<file path="src/hdl/fall_detector_with_buzzer_alert_core_defines.svh">
// Assertion macros for the fall detector with buzzer alert core.
// Included by the top level; needs no other file.
`ifndef FALL_DETECTOR_WITH_BUZZER_ALERT_CORE_DEFINES_SVH
`define FALL_DETECTOR_WITH_BUZZER_ALERT_CORE_DEFINES_SVH

// Same-cycle implication, checked outside reset.
`define FDBA_ASSERT_NOW(label, clk, rst, ante, cons) \
   label: assert property (@(posedge clk) disable iff (rst) (ante) |-> (cons)) \
      else $error("assertion failed: same-cycle check");

// Next-cycle implication, checked outside reset.
`define FDBA_ASSERT_NEXT(label, clk, rst, ante, cons) \
   label: assert property (@(posedge clk) disable iff (rst) (ante) |=> (cons)) \
      else $error("assertion failed: next-cycle check");

`endif

</file>
<file path="src/hdl/fdba_pkg.sv">
// Shared types, codes and pattern tables for the fall detector core.
// Used by every module of the block; depends on nothing.
package fdba_pkg;

   localparam int TIME_BITS         = 32;
   localparam int MAX_PATTERN_STEPS = 6;

   localparam logic [1:0] MODE_IDLE   = 2'd0;
   localparam logic [1:0] MODE_ALARM  = 2'd1;
   localparam logic [1:0] MODE_REMIND = 2'd2;
   localparam logic [1:0] MODE_PING   = 2'd3;

   localparam logic [1:0] CMD_NONE   = 2'd0;
   localparam logic [1:0] CMD_PING   = 2'd1;
   localparam logic [1:0] CMD_REMIND = 2'd2;

   localparam logic [1:0] PAT_ALARM  = 2'd0;
   localparam logic [1:0] PAT_REMIND = 2'd1;
   localparam logic [1:0] PAT_PING   = 2'd2;

   localparam logic [2:0] REG_FREEFALL_LIMIT = 3'd0;
   localparam logic [2:0] REG_IMPACT_LIMIT   = 3'd1;
   localparam logic [2:0] REG_FREEFALL_WIN   = 3'd2;
   localparam logic [2:0] REG_ALARM_DELAY    = 3'd3;
   localparam logic [2:0] REG_SAMPLE_PERIOD  = 3'd4;

   localparam logic [31:0] FREEFALL_LIMIT_RST = 32'd262144;
   localparam logic [31:0] IMPACT_LIMIT_RST   = 32'd26214400;
   localparam logic [15:0] FREEFALL_WIN_RST   = 16'd1000;
   localparam logic [15:0] ALARM_DELAY_RST    = 16'd5000;
   localparam logic [7:0]  SAMPLE_PERIOD_RST  = 8'd20;

   localparam logic [7:0] STEP_MS [0:2][0:7] = '{
      '{8'd0, 8'd50,  8'd0,   8'd0,   8'd0, 8'd0, 8'd0, 8'd0},
      '{8'd0, 8'd100, 8'd200, 8'd100, 8'd0, 8'd0, 8'd0, 8'd0},
      '{8'd0, 8'd30,  8'd0,   8'd0,   8'd0, 8'd0, 8'd0, 8'd0}
   };
   localparam logic [3:0] STEP_COUNT [0:2] = '{4'd2, 4'd4, 4'd2};

   typedef struct packed {
      logic [31:0] freefall_limit_sq;
      logic [31:0] impact_limit_sq;
      logic [15:0] freefall_window_ms;
      logic [15:0] alarm_delay_ms;
      logic [7:0]  sample_period_ms;
   } cfg_type;

   typedef struct packed {
      logic [TIME_BITS-1:0] now;
      logic [30:0]          sq_x;
      logic [30:0]          sq_y;
      logic [30:0]          sq_z;
      logic                 reset_pressed;
      logic [1:0]           command;
   } sq_item_type;

   typedef struct packed {
      logic [1:0] alert_mode;
      logic       freefall_flag;
      logic       fall_flag;
      logic       buzzer_on;
   } rsp_item_type;

   function automatic logic [3:0] pattern_len(input logic [1:0] p);
      logic [3:0] n;
      n = STEP_COUNT[p];
      if (n > 4'(MAX_PATTERN_STEPS)) begin
         n = 4'(MAX_PATTERN_STEPS);
      end
      return n;
   endfunction

endpackage

</file>
<file path="src/hdl/fdba_csr.sv">
// Configuration register file with an APB-style write and read port.
// Depends on fdba_pkg for the register indexes and reset values.
module fdba_csr (
   input  logic             clock,
   input  logic             reset,
   input  logic             csr_psel,
   input  logic             csr_penable,
   input  logic             csr_pwrite,
   input  logic [4:0]       csr_paddr,
   input  logic [31:0]      csr_pwdata,
   output logic [31:0]      csr_prdata,
   output logic             csr_pready,
   output fdba_pkg::cfg_type cfg
);

   fdba_pkg::cfg_type cfg_ff, cfg_in;
   logic [2:0]        idx;
   logic              wr_en;

   assign idx        = csr_paddr[4:2];
   assign wr_en      = csr_psel && csr_penable && csr_pwrite;
   assign csr_pready = 1'b1;
   assign cfg        = cfg_ff;

   always_comb begin
      cfg_in = cfg_ff;
      if (wr_en) begin
         unique case (idx)
            fdba_pkg::REG_FREEFALL_LIMIT: cfg_in.freefall_limit_sq  = csr_pwdata;
            fdba_pkg::REG_IMPACT_LIMIT:   cfg_in.impact_limit_sq    = csr_pwdata;
            fdba_pkg::REG_FREEFALL_WIN:   cfg_in.freefall_window_ms = csr_pwdata[15:0];
            fdba_pkg::REG_ALARM_DELAY:    cfg_in.alarm_delay_ms     = csr_pwdata[15:0];
            fdba_pkg::REG_SAMPLE_PERIOD:  cfg_in.sample_period_ms   = csr_pwdata[7:0];
            default: ;
         endcase
      end
   end

   always_comb begin
      unique case (idx)
         fdba_pkg::REG_FREEFALL_LIMIT: csr_prdata = cfg_ff.freefall_limit_sq;
         fdba_pkg::REG_IMPACT_LIMIT:   csr_prdata = cfg_ff.impact_limit_sq;
         fdba_pkg::REG_FREEFALL_WIN:   csr_prdata = {16'd0, cfg_ff.freefall_window_ms};
         fdba_pkg::REG_ALARM_DELAY:    csr_prdata = {16'd0, cfg_ff.alarm_delay_ms};
         fdba_pkg::REG_SAMPLE_PERIOD:  csr_prdata = {24'd0, cfg_ff.sample_period_ms};
         default:                      csr_prdata = 32'd0;
      endcase
   end

   always_ff @(posedge clock) begin
      if (reset) begin
         cfg_ff.freefall_limit_sq  <= fdba_pkg::FREEFALL_LIMIT_RST;
         cfg_ff.impact_limit_sq    <= fdba_pkg::IMPACT_LIMIT_RST;
         cfg_ff.freefall_window_ms <= fdba_pkg::FREEFALL_WIN_RST;
         cfg_ff.alarm_delay_ms     <= fdba_pkg::ALARM_DELAY_RST;
         cfg_ff.sample_period_ms   <= fdba_pkg::SAMPLE_PERIOD_RST;
      end else begin
         cfg_ff <= cfg_in;
      end
   end

endmodule

</file>
<file path="src/hdl/fdba_square.sv">
// Input register and squaring stage for the three acceleration axes.
// Depends on fdba_pkg for the time width and the stage item type.
module fdba_square (
   input  logic                  clock,
   input  logic                  load_in,
   input  logic                  load_sq,
   input  logic [31:0]           now_ms,
   input  logic signed [15:0]    accel_x,
   input  logic signed [15:0]    accel_y,
   input  logic signed [15:0]    accel_z,
   input  logic                  reset_pressed,
   input  logic [1:0]            command,
   output fdba_pkg::sq_item_type sq_item
);

   logic [fdba_pkg::TIME_BITS-1:0] now_ff;
   logic signed [15:0]             x_ff, y_ff, z_ff;
   logic                           rp_ff;
   logic [1:0]                     cmd_ff;
   logic signed [31:0]             px, py, pz;
   fdba_pkg::sq_item_type          sq_ff, sq_in;

   assign px = x_ff * x_ff;
   assign py = y_ff * y_ff;
   assign pz = z_ff * z_ff;

   always_comb begin
      sq_in.now           = now_ff;
      sq_in.sq_x          = px[30:0];
      sq_in.sq_y          = py[30:0];
      sq_in.sq_z          = pz[30:0];
      sq_in.reset_pressed = rp_ff;
      sq_in.command       = cmd_ff;
   end

   always_ff @(posedge clock) begin
      if (load_in) begin
         now_ff <= now_ms[fdba_pkg::TIME_BITS-1:0];
         x_ff   <= accel_x;
         y_ff   <= accel_y;
         z_ff   <= accel_z;
         rp_ff  <= reset_pressed;
         cmd_ff <= command;
      end
      if (load_sq) begin
         sq_ff <= sq_in;
      end
   end

   assign sq_item = sq_ff;

endmodule

</file>
<file path="src/hdl/fdba_tracker.sv">
// Fall tracking state, buzzer pattern sequencer and result register.
// Depends on fdba_pkg for codes, tables and item types.
module fdba_tracker (
   input  logic                   clock,
   input  logic                   reset,
   input  logic                   fire,
   input  fdba_pkg::sq_item_type  sq_item,
   input  fdba_pkg::cfg_type      cfg,
   output fdba_pkg::rsp_item_type rsp_item
);

   localparam int TB = fdba_pkg::TIME_BITS;

   logic [TB-1:0] last_sample_ff, last_sample_in;
   logic [TB-1:0] last_ff_time_ff, last_ff_time_in;
   logic [TB-1:0] fall_time_ff, fall_time_in;
   logic          in_freefall_ff, in_freefall_in;
   logic          has_fallen_ff, has_fallen_in;
   logic [1:0]    mode_ff, mode_in;
   logic [2:0]    step_ff [0:2];
   logic [2:0]    step_in [0:2];
   logic [TB-1:0] toggle_ff [0:2];
   logic [TB-1:0] toggle_in [0:2];
   logic          buzzer_ff, buzzer_in;
   fdba_pkg::rsp_item_type rsp_ff, rsp_in;

   always_comb begin
      logic [TB-1:0] now;
      logic [31:0]   mag;
      logic [1:0]    p;
      logic          active;
      logic [2:0]    st;
      logic [3:0]    nxt;
      logic [7:0]    iv;

      now = sq_item.now;
      mag = {1'b0, sq_item.sq_x} + {1'b0, sq_item.sq_y} + {1'b0, sq_item.sq_z};

      last_sample_in  = last_sample_ff;
      last_ff_time_in = last_ff_time_ff;
      fall_time_in    = fall_time_ff;
      in_freefall_in  = in_freefall_ff;
      has_fallen_in   = has_fallen_ff;
      mode_in         = mode_ff;
      buzzer_in       = buzzer_ff;
      for (int i = 0; i < 3; i++) begin
         step_in[i]   = step_ff[i];
         toggle_in[i] = toggle_ff[i];
      end

      case (sq_item.command)
         fdba_pkg::CMD_PING: begin
            step_in[fdba_pkg::PAT_PING] = 3'd0;
            mode_in = fdba_pkg::MODE_PING;
         end
         fdba_pkg::CMD_REMIND: begin
            step_in[fdba_pkg::PAT_REMIND] = 3'd0;
            mode_in = fdba_pkg::MODE_REMIND;
         end
         default: ;
      endcase

      if (TB'(now - last_sample_ff) > {{(TB-8){1'b0}}, cfg.sample_period_ms}) begin
         last_sample_in = now;
         if (mag < cfg.freefall_limit_sq) begin
            in_freefall_in  = 1'b1;
            last_ff_time_in = now;
         end
         if (TB'(now - last_ff_time_in) > {{(TB-16){1'b0}}, cfg.freefall_window_ms}) begin
            in_freefall_in = 1'b0;
         end
         if (in_freefall_in && (mag > cfg.impact_limit_sq)) begin
            has_fallen_in  = 1'b1;
            in_freefall_in = 1'b0;
            fall_time_in   = now;
            step_in[fdba_pkg::PAT_PING] = 3'd0;
            mode_in = fdba_pkg::MODE_PING;
         end
      end

      if (has_fallen_in &&
          (TB'(now - fall_time_in) > {{(TB-16){1'b0}}, cfg.alarm_delay_ms})) begin
         mode_in = fdba_pkg::MODE_ALARM;
      end else if (mode_in == fdba_pkg::MODE_ALARM) begin
         mode_in   = fdba_pkg::MODE_IDLE;
         buzzer_in = 1'b0;
      end

      active = 1'b1;
      case (mode_in)
         fdba_pkg::MODE_ALARM:  p = fdba_pkg::PAT_ALARM;
         fdba_pkg::MODE_REMIND: p = fdba_pkg::PAT_REMIND;
         fdba_pkg::MODE_PING:   p = fdba_pkg::PAT_PING;
         default: begin
            p      = fdba_pkg::PAT_ALARM;
            active = 1'b0;
         end
      endcase

      st  = step_in[p];
      iv  = ({1'b0, st} < fdba_pkg::pattern_len(p)) ? fdba_pkg::STEP_MS[p][st] : 8'd0;
      nxt = {1'b0, st} + 4'd1;

      if (!active) begin
         buzzer_in = 1'b0;
      end else if (TB'(now - toggle_in[p]) >= {{(TB-8){1'b0}}, iv}) begin
         toggle_in[p] = now;
         buzzer_in    = ~st[0];
         if (nxt >= fdba_pkg::pattern_len(p)) begin
            step_in[p] = 3'd0;
            if ((mode_in == fdba_pkg::MODE_PING) || (mode_in == fdba_pkg::MODE_REMIND)) begin
               mode_in   = fdba_pkg::MODE_IDLE;
               buzzer_in = 1'b0;
            end
         end else begin
            step_in[p] = nxt[2:0];
         end
      end

      if (sq_item.reset_pressed) begin
         if (has_fallen_in) begin
            step_in[fdba_pkg::PAT_PING] = 3'd0;
            mode_in = fdba_pkg::MODE_PING;
         end
         has_fallen_in = 1'b0;
      end

      rsp_in.buzzer_on     = buzzer_in;
      rsp_in.fall_flag     = has_fallen_in;
      rsp_in.freefall_flag = in_freefall_in;
      rsp_in.alert_mode    = mode_in;
   end

   always_ff @(posedge clock) begin
      if (reset) begin
         last_sample_ff  <= '0;
         last_ff_time_ff <= '0;
         fall_time_ff    <= '0;
         in_freefall_ff  <= 1'b0;
         has_fallen_ff   <= 1'b0;
         mode_ff         <= fdba_pkg::MODE_IDLE;
         buzzer_ff       <= 1'b0;
         for (int i = 0; i < 3; i++) begin
            step_ff[i]   <= 3'd0;
            toggle_ff[i] <= '0;
         end
      end else if (fire) begin
         last_sample_ff  <= last_sample_in;
         last_ff_time_ff <= last_ff_time_in;
         fall_time_ff    <= fall_time_in;
         in_freefall_ff  <= in_freefall_in;
         has_fallen_ff   <= has_fallen_in;
         mode_ff         <= mode_in;
         buzzer_ff       <= buzzer_in;
         for (int i = 0; i < 3; i++) begin
            step_ff[i]   <= step_in[i];
            toggle_ff[i] <= toggle_in[i];
         end
      end
   end

   always_ff @(posedge clock) begin
      if (fire) begin
         rsp_ff <= rsp_in;
      end
   end

   assign rsp_item = rsp_ff;

endmodule

</file>
<file path="src/hdl/fall_detector_with_buzzer_alert_core.sv">
// Top level of the fall detector with buzzer alert core.
// Depends on fdba_pkg, fdba_csr, fdba_square, fdba_tracker and the defines header.
//
//   Channel   Direction  Handshake            Contents
//   req_      in         tvalid/tready        one request per loop pass
//   rsp_      out        tvalid/tready        one result per request
//   csr_      in/out     psel/penable/pready  five configuration registers
//
// A request passes an input register, a squaring register and the tracker's
// result register to rsp_tvalid; one request per cycle while rsp_tready is high.
// The tracker state update is combinational and sets the rate.
// Reset is synchronous; valid flags, configuration and tracker state return to their defaults, data registers do not.
// Each stage holds while the stage after it is full and stalled.
`include "fall_detector_with_buzzer_alert_core_defines.svh"

module fall_detector_with_buzzer_alert_core (
   input  logic        clock,
   input  logic        reset,
   input  logic        req_tvalid,
   output logic        req_tready,
   // now_ms[31:0], accel_x[47:32], accel_y[63:48], accel_z[79:64],
   // reset_pressed[80], zero fill [87:81]
   input  logic [87:0] req_tdata,
   // command[1:0]
   input  logic [1:0]  req_tuser,
   output logic        rsp_tvalid,
   input  logic        rsp_tready,
   // buzzer_on[0], fall_flag[1], freefall_flag[2], alert_mode[4:3], zero fill [7:5]
   output logic [7:0]  rsp_tdata,
   input  logic        csr_psel,
   input  logic        csr_penable,
   input  logic        csr_pwrite,
   input  logic [4:0]  csr_paddr,
   input  logic [31:0] csr_pwdata,
   output logic [31:0] csr_prdata,
   output logic        csr_pready
);

   fdba_pkg::cfg_type      cfg;
   fdba_pkg::sq_item_type  sq_item;
   fdba_pkg::rsp_item_type rsp_item;

   logic in_valid_ff, in_valid_in;
   logic sq_valid_ff, sq_valid_in;
   logic out_valid_ff, out_valid_in;
   logic out_ready, sq_ready, in_ready;
   logic req_fire, in_adv, sq_adv;

   assign out_ready = !out_valid_ff || rsp_tready;
   assign sq_adv    = sq_valid_ff && out_ready;
   assign sq_ready  = !sq_valid_ff || out_ready;
   assign in_adv    = in_valid_ff && sq_ready;
   assign in_ready  = !in_valid_ff || sq_ready;
   assign req_tready = in_ready;
   assign req_fire  = req_tvalid && in_ready;

   always_comb begin
      in_valid_in  = req_fire ? 1'b1 : (in_adv ? 1'b0 : in_valid_ff);
      sq_valid_in  = in_adv ? 1'b1 : (sq_adv ? 1'b0 : sq_valid_ff);
      out_valid_in = sq_adv ? 1'b1 : (rsp_tready ? 1'b0 : out_valid_ff);
   end

   always_ff @(posedge clock) begin
      if (reset) begin
         in_valid_ff  <= 1'b0;
         sq_valid_ff  <= 1'b0;
         out_valid_ff <= 1'b0;
      end else begin
         in_valid_ff  <= in_valid_in;
         sq_valid_ff  <= sq_valid_in;
         out_valid_ff <= out_valid_in;
      end
   end

   fdba_csr u_csr (
      .clock       (clock),
      .reset       (reset),
      .csr_psel    (csr_psel),
      .csr_penable (csr_penable),
      .csr_pwrite  (csr_pwrite),
      .csr_paddr   (csr_paddr),
      .csr_pwdata  (csr_pwdata),
      .csr_prdata  (csr_prdata),
      .csr_pready  (csr_pready),
      .cfg         (cfg)
   );

   fdba_square u_square (
      .clock         (clock),
      .load_in       (req_fire),
      .load_sq       (in_adv),
      .now_ms        (req_tdata[31:0]),
      .accel_x       (req_tdata[47:32]),
      .accel_y       (req_tdata[63:48]),
      .accel_z       (req_tdata[79:64]),
      .reset_pressed (req_tdata[80]),
      .command       (req_tuser),
      .sq_item       (sq_item)
   );

   fdba_tracker u_tracker (
      .clock    (clock),
      .reset    (reset),
      .fire     (sq_adv),
      .sq_item  (sq_item),
      .cfg      (cfg),
      .rsp_item (rsp_item)
   );

   assign rsp_tvalid = out_valid_ff;
   assign rsp_tdata  = {3'd0, rsp_item.alert_mode, rsp_item.freefall_flag,
                        rsp_item.fall_flag, rsp_item.buzzer_on};

   `FDBA_ASSERT_NEXT(a_req_lands, clock, reset, req_fire, in_valid_ff)
   `FDBA_ASSERT_NEXT(a_result_lands, clock, reset, sq_adv, out_valid_ff)
   `FDBA_ASSERT_NOW(a_idle_quiet, clock, reset,
      out_valid_ff && (rsp_item.alert_mode == fdba_pkg::MODE_IDLE), !rsp_item.buzzer_on)

endmodule
</file>
<file path="config.mk">
export PLATFORM = sky130hd
export DESIGN_NAME = fall_detector_with_buzzer_alert_core
export DESIGN_NICKNAME = d
export VERILOG_FILES = /design/src/hdl/fdba_pkg.sv /design/src/hdl/fdba_csr.sv /design/src/hdl/fdba_square.sv /design/src/hdl/fdba_tracker.sv /design/src/hdl/fall_detector_with_buzzer_alert_core.sv
export VERILOG_INCLUDE_DIRS = /design/src /design/src/hdl
export SDC_FILE = /design/constraint.sdc
export NUM_CORES = 2
export LEC_CHECK = 0
export BUFFER_PORTS_ARGS = -buffer_cell sky130_fd_sc_hd__buf_4
export CORE_UTILIZATION = 40
export DETAILED_ROUTE_END_ITERATION = 6
export GPL_TIMING_DRIVEN = 1
export PLACE_DENSITY_LB_ADDON = 0.2
export SLEW_MARGIN = 20
export SYNTH_ARGS = -nofsm -noshare
export SYNTH_HDL_FRONTEND = slang
export SYNTH_SLANG_ARGS = --single-unit
</file>
<file path="constraint.sdc">
create_clock -name clock -period 40.7 [get_ports clock]
set_input_delay 4.07 -clock clock [delete_from_list [all_inputs] [get_ports clock]]
set_output_delay 4.07 -clock clock [all_outputs]
set_load 0.005 [all_outputs]
</file>
==> results.tsv <==
metric	value	unit
status	complete, no violations	
synth_area_per_cell	9.235	um^2
rsz0062_at_grt	no	
final-hold-violation-count	0	
yosys-top-cells-count	inv_1, fa_1, nand2_1	
synth_cell_types	106	
grt_pass1_vias	45230	
seq_area_frac_synth	0.2322	
vias	44376	
totalWireLength	162.8	mm
synth_compound_area_frac	0.1188	
synthMuxAreaShare	0.02769	
worstReg2RegStart	u_square.sq_item[6]$_DFFE_PP_	
cts-root-buf	clkbuf_16	
holdBufCountCts	0	
synth_top_area_frac	0.2485	
grt_pass1_wl	254.4	mm
synth_top_family_by_area	adder cells	
fin_area	64920	um^2
critPathMostFrequentCell	a21oi_1	
final-setup-viol-count	0	
ys_ff_latch	526	
max_freq	35.92	MHz
dpl-instance-area	62430	um^2
r2r_cells	103	
cp_slowest_cell	buf_4	
critical_path_required	40990	ps
rows	140	
core	146100	um^2
hold_start	u_square.now_ff[1]$_DFFE_PP_	
period_share	0.6841	
slowest_delay	910	ps
path_clk_slew	60	ps
grt_antenna_before_repair	2	
syn_inst	6395	
grt_util_all_layers	0.2205	
port_buffers	163	
worstSetupPathType	reg2reg	
via_per_inst	5.249	
setup-tns-final	0	ps
startpoint_type	register	
layout-drive-gt1-share	0.06993	
skew	56.99	ps
yosys.area_share.simple	0.1417	
dieWidth	386.2	um
ys.flop_type	edfxtp_1	
fp.dieH	386.2	um
drc	0	
yosysMostFrequentCell	inv_1	
detail_route.first_pass.iterations	6	
cap_violations	0	
worstHoldEndpoint	u_square.sq_item[97]$_DFFE_PP_	
ys_async_sr_fraction	0	
dieArea	149200	um^2
hp-class	reg2reg	
cts_tree	yes	
syn_area	59060	um^2
first_iter_violations	2613	
post_drt_wl_per_cell	19.25	um
drt.antenna.violating_nets	0	
clkSinkCount	526	
io_pins	177	
grt-ovfl-total	0	
slew_violations	0	
numCtsBuffers	70	
end_kind	register	
startpoint	u_square.sq_item[6]$_DFFE_PP_	
clkLatencyLatePin	700	ps
ctsResizeCount	0	
arrival	28130	ps
r2r-end	u_tracker.toggle_ff[0][77]$_SDFFCE_PN0P_	
cts_max_level	3	
hpwl	125.9	mm
cts_buffer_depth	3	
ff2ff_setup_slack	12860	ps
grt_max_degree	90	
fin_crit	27840	ps
postCtsSetupBuffers	0	
synth_warnings	0	
worst_slew_pin_slew	1146	ps
synth_xor_area_frac	0.03409	
synth.area.top_cells	fa_1, edfxtp_1, ha_1, inv_1, dfxtp_1	
gp_congestion	0.9080	
start_util	0.4043	
relSlewSlack	0.2362	
worst-path-max-fanout	82	
area_growth	9.926	%
final_nets	7849	
synth_edf_count	318	
min_path_cells	0	
synth_top_cell_by_area	fa_1	
synthAdderAreaFrac	0.3564	
## final cells by class
class | count | area (um^2)
Fill cell | 14263 | 81170
Multi-Input combinational cell | 4489 | 40190
Sequential cell | 526 | 13710
Inverter | 1149 | 4313
Tap cell | 1917 | 2399
Clock buffer | 87 | 1949
Timing Repair Buffer | 242 | 1821
Clock inverter | 42 | 533.0
Antenna cell | 2 | 5.005
## critical path, delay by kind of cell (launching register included)
family,cells,cell delay (ps)
multiplexers,3,970
AND/OR/NAND/NOR,29,6540
adder cells (fa/ha/maj),11,3680
AO/OA/AOI/OAI,51,12270
flip-flops,1,400
XOR/XNOR,3,1050
buffers and inverters,6,2440
## per-layer routing
metal	global-route usage	routed length, um
met5	0	13
met4	0.06678	5076
met3	0.02530	6880
met2	0.3923	82340
met1	0.2785	68460
## cells by family after synthesis
family / count (synthesis)
compound gates: 1082
xor+xnor: 229
fa+ha+maj: 1244
buf+inv: 1385
flops: 526
mux: 151
other cells: 2
simple gates: 1776
## registers in the layout, summed over array words and instances (netlist names)
name	count
u_square.cmd_ff	2
u_tracker.last_ff_time_ff	32
u_tracker.buzzer_ff	1
u_tracker.last_sample_ff	32
u_square.now_ff	32
u_tracker.step_ff	9
in_valid_ff	1
u_square.sq_item	125
u_tracker.mode_ff	2
u_csr.cfg	104
u_tracker.rsp_item	5
u_square.x_ff	16
u_tracker.toggle_ff	96
u_tracker.has_fallen_ff	1
u_square.rp_ff	1
u_square.y_ff	16
u_square.z_ff	16
u_tracker.in_freefall_ff	1
sq_valid_ff	1
u_tracker.fall_time_ff	32
rsp_tvalid	1
## cells in the final DEF (no fill, tap or decap), drive strengths merged, types with 16 or more instances in the layout
| cell type | synthesis | layout |
|---|---|---|
| inv | 1149 | 1153 |
| fa | 733 | 733 |
| nand2 | 666 | 666 |
| ha | 504 | 504 |
| a21oi | 432 | 432 |
| nor2 | 423 | 423 |
| edfxtp | 318 | 318 |
| buf | 32 | 242 |
| dfxtp | 208 | 208 |
| xnor2 | 175 | 175 |
| and2 | 159 | 159 |
| o21ai | 149 | 149 |
| mux2i | 133 | 133 |
| clkbuf | 204 | 87 |
| a21o | 77 | 77 |
| nor2b | 75 | 75 |
| nand3 | 75 | 75 |
| nand2b | 72 | 72 |
| nor3 | 71 | 71 |
| o21bai | 59 | 59 |
| xor2 | 54 | 54 |
| nand4 | 51 | 51 |
| or3 | 51 | 51 |
| o21a | 44 | 44 |
| and3 | 42 | 42 |
| a211oi | 41 | 41 |
| o221ai | 38 | 38 |
| o211ai | 26 | 26 |
| clkinv | 0 | 25 |
| a22o | 20 | 20 |
| a22oi | 19 | 19 |
| o22ai | 18 | 18 |
| nor4 | 18 | 18 |
| a211o | 17 | 17 |
| o31ai | 17 | 17 |
| or4 | 16 | 16 |
| or2 | 16 | 16 |
| a31oi | 16 | 16 |
## metrics by stage
step,util,std cells,hold WS (ps),setup slack (ps)
2_1_floorplan,-,6400,400.3,16980
3_3_place_gp,0.4273,8323,404.2,13600
3_5_place_dp,0.4274,8323,404.5,13220
4_1_cts,0.4443,8452,379.5,13070
5_1_grt,0.4443,8452,395.2,10810
6_report,0.4444,8454,385.3,12860
## worst max-delay path by stage
stage	endpoint	slack (ps)	cells past startpoint
2_1_floorplan	u_tracker.step_ff[0][0]$_SDFFCE_PN0P_	16980	107
3_3_place_gp	u_tracker.toggle_ff[0][51]$_SDFFCE_PN0P_	13600	102
3_5_place_dp	u_tracker.toggle_ff[0][83]$_SDFFCE_PN0P_	13220	103
4_1_cts	u_tracker.toggle_ff[0][77]$_SDFFCE_PN0P_	13070	103
5_1_grt	u_tracker.toggle_ff[0][45]$_SDFFCE_PN0P_	10810	108
6_report	u_tracker.toggle_ff[0][77]$_SDFFCE_PN0P_	12860	103
Power is left out: the tool's default activity adds up to more than one toggle a clock period on the data nets, which glitch-free logic cannot reach.
